File: src/rtl/pcsm_div.sv
// ----------------------------------------------------------------------------
// pcsm_div
// Signed restoring divider, one quotient bit per cycle, truncating to zero.
// ----------------------------------------------------------------------------
module pcsm_div #(
  parameter int WORD_BITS = 32
) (
  input  logic                 clk_i,
  input  logic                 rst_ni,
  input  logic                 start_i,
  input  logic [WORD_BITS-1:0] dividend_i,
  input  logic [WORD_BITS-1:0] divisor_i,
  output logic                 done_o,
  output logic [WORD_BITS-1:0] quotient_o
);
  localparam int W  = WORD_BITS;
  localparam int CW = $clog2(W + 1);

  logic          busy_q, done_q, neg_q;
  logic [CW-1:0] cnt_q;
  logic [W-1:0]  quo_q, dsr_q;
  logic [W:0]    rem_q, rem_sh;
  logic [W+1:0]  diff;
  logic          ge;

  assign rem_sh = {rem_q[W-1:0], quo_q[W-1]};
  assign diff   = {1'b0, rem_sh} - {2'b00, dsr_q};
  assign ge     = ~diff[W+1];

  always_ff @(posedge clk_i or negedge rst_ni) begin
    if (!rst_ni) begin
      busy_q <= 1'b0;
      done_q <= 1'b0;
      cnt_q  <= '0;
    end else begin
      done_q <= 1'b0;
      if (start_i) begin
        busy_q <= 1'b1;
        cnt_q  <= CW'(W);
      end else if (busy_q) begin
        cnt_q <= cnt_q - 1'b1;
        if (cnt_q == CW'(1)) begin
          busy_q <= 1'b0;
          done_q <= 1'b1;
        end
      end
    end
  end

  always_ff @(posedge clk_i) begin
    if (start_i) begin
      neg_q <= dividend_i[W-1] ^ divisor_i[W-1];
      quo_q <= dividend_i[W-1] ? -dividend_i : dividend_i;
      dsr_q <= divisor_i[W-1] ? -divisor_i : divisor_i;
      rem_q <= '0;
    end else if (busy_q) begin
      rem_q <= ge ? diff[W:0] : rem_sh;
      quo_q <= {quo_q[W-2:0], ge};
    end
  end

  assign done_o     = done_q;
  assign quotient_o = neg_q ? -quo_q : quo_q;

endmodule

File: config.mk
export PLATFORM = sky130hd
export DESIGN_NAME = pcsm_div
export DESIGN_NICKNAME = d
export VERILOG_FILES = /design/src/rtl/pcsm_div.sv
export SDC_FILE = /design/constraint.sdc
export NUM_CORES = 1
export LEC_CHECK = 0
export CORE_MARGIN = 3
export CORE_UTILIZATION = 40
export CTS_CLUSTER_SIZE = 40
export DETAILED_ROUTE_END_ITERATION = 7
export DONT_BUFFER_PORTS = 1
export GPL_TIMING_DRIVEN = 1
export PLACE_DENSITY = 0.63
export SLEW_MARGIN = 10
export SYNTH_ARGS = -nofsm -noshare
export SYNTH_HDL_FRONTEND = slang
export SYNTH_SLANG_ARGS = --single-unit
File: constraint.sdc
create_clock -name clk_i -period 4.85 [get_ports clk_i]
set_input_delay 0.485 -clock clk_i [delete_from_list [all_inputs] [get_ports clk_i]]
set_output_delay 0.485 -clock clk_i [all_outputs]
set_load 0.01 [all_outputs]
==> flow_summary_export.csv <==
group,metric,value,unit
status,status,"complete, no violations",
detailed_routing,routed_via_density,5.58,
global_routing,grt_max_degree,135,
logic_synthesis,synth-edff-count,65,
pwr,ir_worst_vdd,0.238,mV
die,dieArea,21300,µm²
place,dpl.hpwl,13100,µm
sta,timing.setup.tns,0,ns
setup_path,critPathLaunchType,"flop",
detailed_routing,drc,0,
sta,fmax,0.261,GHz
setup_path,max_stage_delay,0.56,ns
min_path,whs_endpoint,"rem_q[24]$_SDFFE_PP0P_",
global_routing,grt_pass1_wl,30200,µm
logic_synthesis,synth_top_flop_cell,"edfxtp_1",
clock_network,cts_resized,0,
place,portBuffers,0,
setup_path,slowest_stage,"or4b_1",
sta,period_needed,3.83,ns
detailed_routing,wire_per_inst,15.7,µm
sta,finClkSkew,0.0101,ns
layout,layout_common_cells,"104 x nand2_1, 85 x nor2_1, 79 x xnor2_1",
logic_synthesis,syn_nets,1008,
clock_network,clock-sinks,105,
setup_path,required,4.37,ns
die,fp.dieW,146,µm
die,start_util,41.3,%
logic_synthesis,synth_area_leader_cell,"edfxtp_1",
sta,finalHoldViolations,0,
sta,fin_ws,1.02,ns
layout,mostFrequentLayoutCell,"nand2_1",
setup_path,path_delay_family,"simple AND/OR/NAND/NOR gates",
pwr,p_leak,3.20,nW
layout,final_nets,980,
setup_path,r2r-start,"dsr_q[6]$_DFFE_PP_",
clock_network,clk_pin_slew_worst_paths,0.07,ns
global_routing,grt-ovfl-total,0,
logic_synthesis,ys_seq_area_share,35.7,%
detailed_routing,initialDrtViolationCount,410,
detailed_routing,antenna_left,0,
place,gp_congestion,0.838,
sta,maxSlewHeadroom,35.8,%
logic_synthesis,synthesis.area,7830,µm²
sta,finalSetupViolCount,0,
logic_synthesis,synth_top_area_share,24.9,%
place,postPlaceCellArea,8010,µm²
logic_synthesis,ys_ff_latch,105,
die,num_rows,50,
pwr,power_density,482,nW/µm²
logic_synthesis,synthTopCellsByArea,"edfxtp_1 25%, xnor2_1 8.8%, dfxtp_1 8.2%",
setup_path,cp_num_buf_inv,0,
min_path,hold_path_depth,1,
place,place_ws,1.45,ns
die,fp.coreArea,19000,µm²
clock_network,clk_latency,0.35,ns
logic_synthesis,async_flop_share,7.62,%
setup_path,crit_arrival,3.34,ns
setup_path,r2r_end,"rem_q[7]$_SDFFE_PP0P_",
layout,final_core_util,44.0,%
layout,final_area,8330,µm²
global_routing,grt_pass1_vias,6107,
logic_synthesis,syn_inst,903,
sta,slew_viol_final,0,
global_routing,antenna_found_initial,0,
sta,rsz0062_at_grt,"false",
layout,diodes,0,
clock_network,ctsHtreeMaxLevel,3,
logic_synthesis,synth.distinct_cells,70,
clock_network,cts_tree,"built",
layout,layout-drive-gt1-share,3.75,%
setup_path,end_kind,"primary output",
min_path,hp-start,"start_i",
setup_path,ff2ff_path_depth,11,
layout,area_growth,6.46,%
job,max_cap_violations,0,
detailed_routing,dr.pass1.iters,7,
die,dieHeight,146,µm
setup_path,crit_chain,"nor4_1 > or4b_1 > or4_1 > nor3_1 > nand2_1 > o31ai_1 > xnor2_1",
clock_network,clock_path_buffers,2,
detailed_routing,vias,6360,
clock_network,postCtsHoldBufs,1,
clock_network,cts-root-buf,"clkbuf_16",
logic_synthesis,ys_warn_count,0,
layout,n_fill_cell,1888,
setup_path,crit_path_max_fanout,6,
min_path,min-delay-path-class,"in -> reg",
clock_network,postCtsSetupBuffers,0,
sta,worst_slew_pin_slew,0.963,ns
clock_network,cts_buffers,9,
die,boundaryPins,100,
detailed_routing,finalWirelength,17900,µm
global_routing,track_usage,16.9,%
logic_synthesis,syn_avg_cell_area,8.67,µm²
setup_path,crit_type,"reg -> out",
setup_path,reg2reg_slack,1.44,ns
sta,fin_crit_sh,78.9,%
sta,whs,0.219,ns
==> routing by layer <==
metal	wire [µm]	GRT usage, %	vias up
met5	0	0	-
li1	-	-	3205
met1	8640	24.2	2929
met3	1460	4.64	14
met2	7640	25.7	212
met4	192	3.61	0
==> cells by family after synthesis <==
kind of cell               synth area share [%]
muxes                                     0.815
adders and majority gates                  6.17
DFF                                        35.7
and+or+nand+nor                            18.6
xor gates and xnor gates                   13.5
AOI/OAI and AO/OA                          20.6
buffers and inverters                      4.64
==> report_power, final <==
part | switching [mW] | internal (mW)
Combinational | 1.07 | 0.766
Sequential | 0.207 | 1.19
Clock | 0.337 | 0.454
==> state kept, by name (all words and copies together) (netlist names) <==
| name | flops |
|---|---|
| busy_q | 1 |
| cnt_q | 6 |
| done_o | 1 |
| dsr_q | 32 |
| neg_q | 1 |
| quo_q | 32 |
| rem_q | 32 |
==> cell usage after synthesis (all sizes together) (3+ instances only) <==
cell      n
nand2   104
nor2     86
xnor2    79
edfxtp   65
a21oi    62
inv      50
o21ai    46
xor2     42
clkbuf   37
ha       37
dfxtp    32
o31ai    27
a311oi   22
a21o     20
or3      15
nor3     14
or4      13
nand3    12
o41ai    12
nand2b   11
a31oi     8
dfrtp     8
buf       7
nand4     7
nor4      6
o21bai    6
and3      5
nor2b     5
nor3b     5
o211ai    5
or2       5
a211oi    4
nand3b    4
o22ai     4
a41oi     3
mux2      3
mux2i     3
o21a      3
==> worst max-delay path by stage <==
| stage | start | endpoint | slack (ns) | depth (start not counted) |
|---|---|---|---|---|
| after floorplan | quo_q[3]$_DFFE_PP_ | quotient_o[25] | 1.80 | 7 |
| after global placement | quo_q[8]$_DFFE_PP_ | quotient_o[31] | 1.38 | 7 |
| after detailed placement | quo_q[10]$_DFFE_PP_ | quotient_o[31] | 1.45 | 7 |
| after CTS | quo_q[8]$_DFFE_PP_ | quotient_o[31] | 1.04 | 7 |
| after global routing | quo_q[8]$_DFFE_PP_ | quotient_o[31] | 0.86 | 7 |
| final | quo_q[10]$_DFFE_PP_ | quotient_o[31] | 1.02 | 7 |
==> layout make-up <==
cell class	count	area (µm²)	area share, %
multi-input combinational	703	4670	56.1
sequential	105	2790	33.5
tap	260	325	3.90
clock buffer	13	240	2.88
inverter	51	191	2.30
clock inverter	3	67.6	0.811
timing repair buffer	5	40.0	0.481
==> metrics by stage <==
step	power, mW	instances
floorplan	2.85	903
global placement	3.21	1123
detailed placement	3.22	1123
CTS	4.04	1140
global route	4.35	1140
finish	4.02	1140
Power figures use the tool's default switching activity.
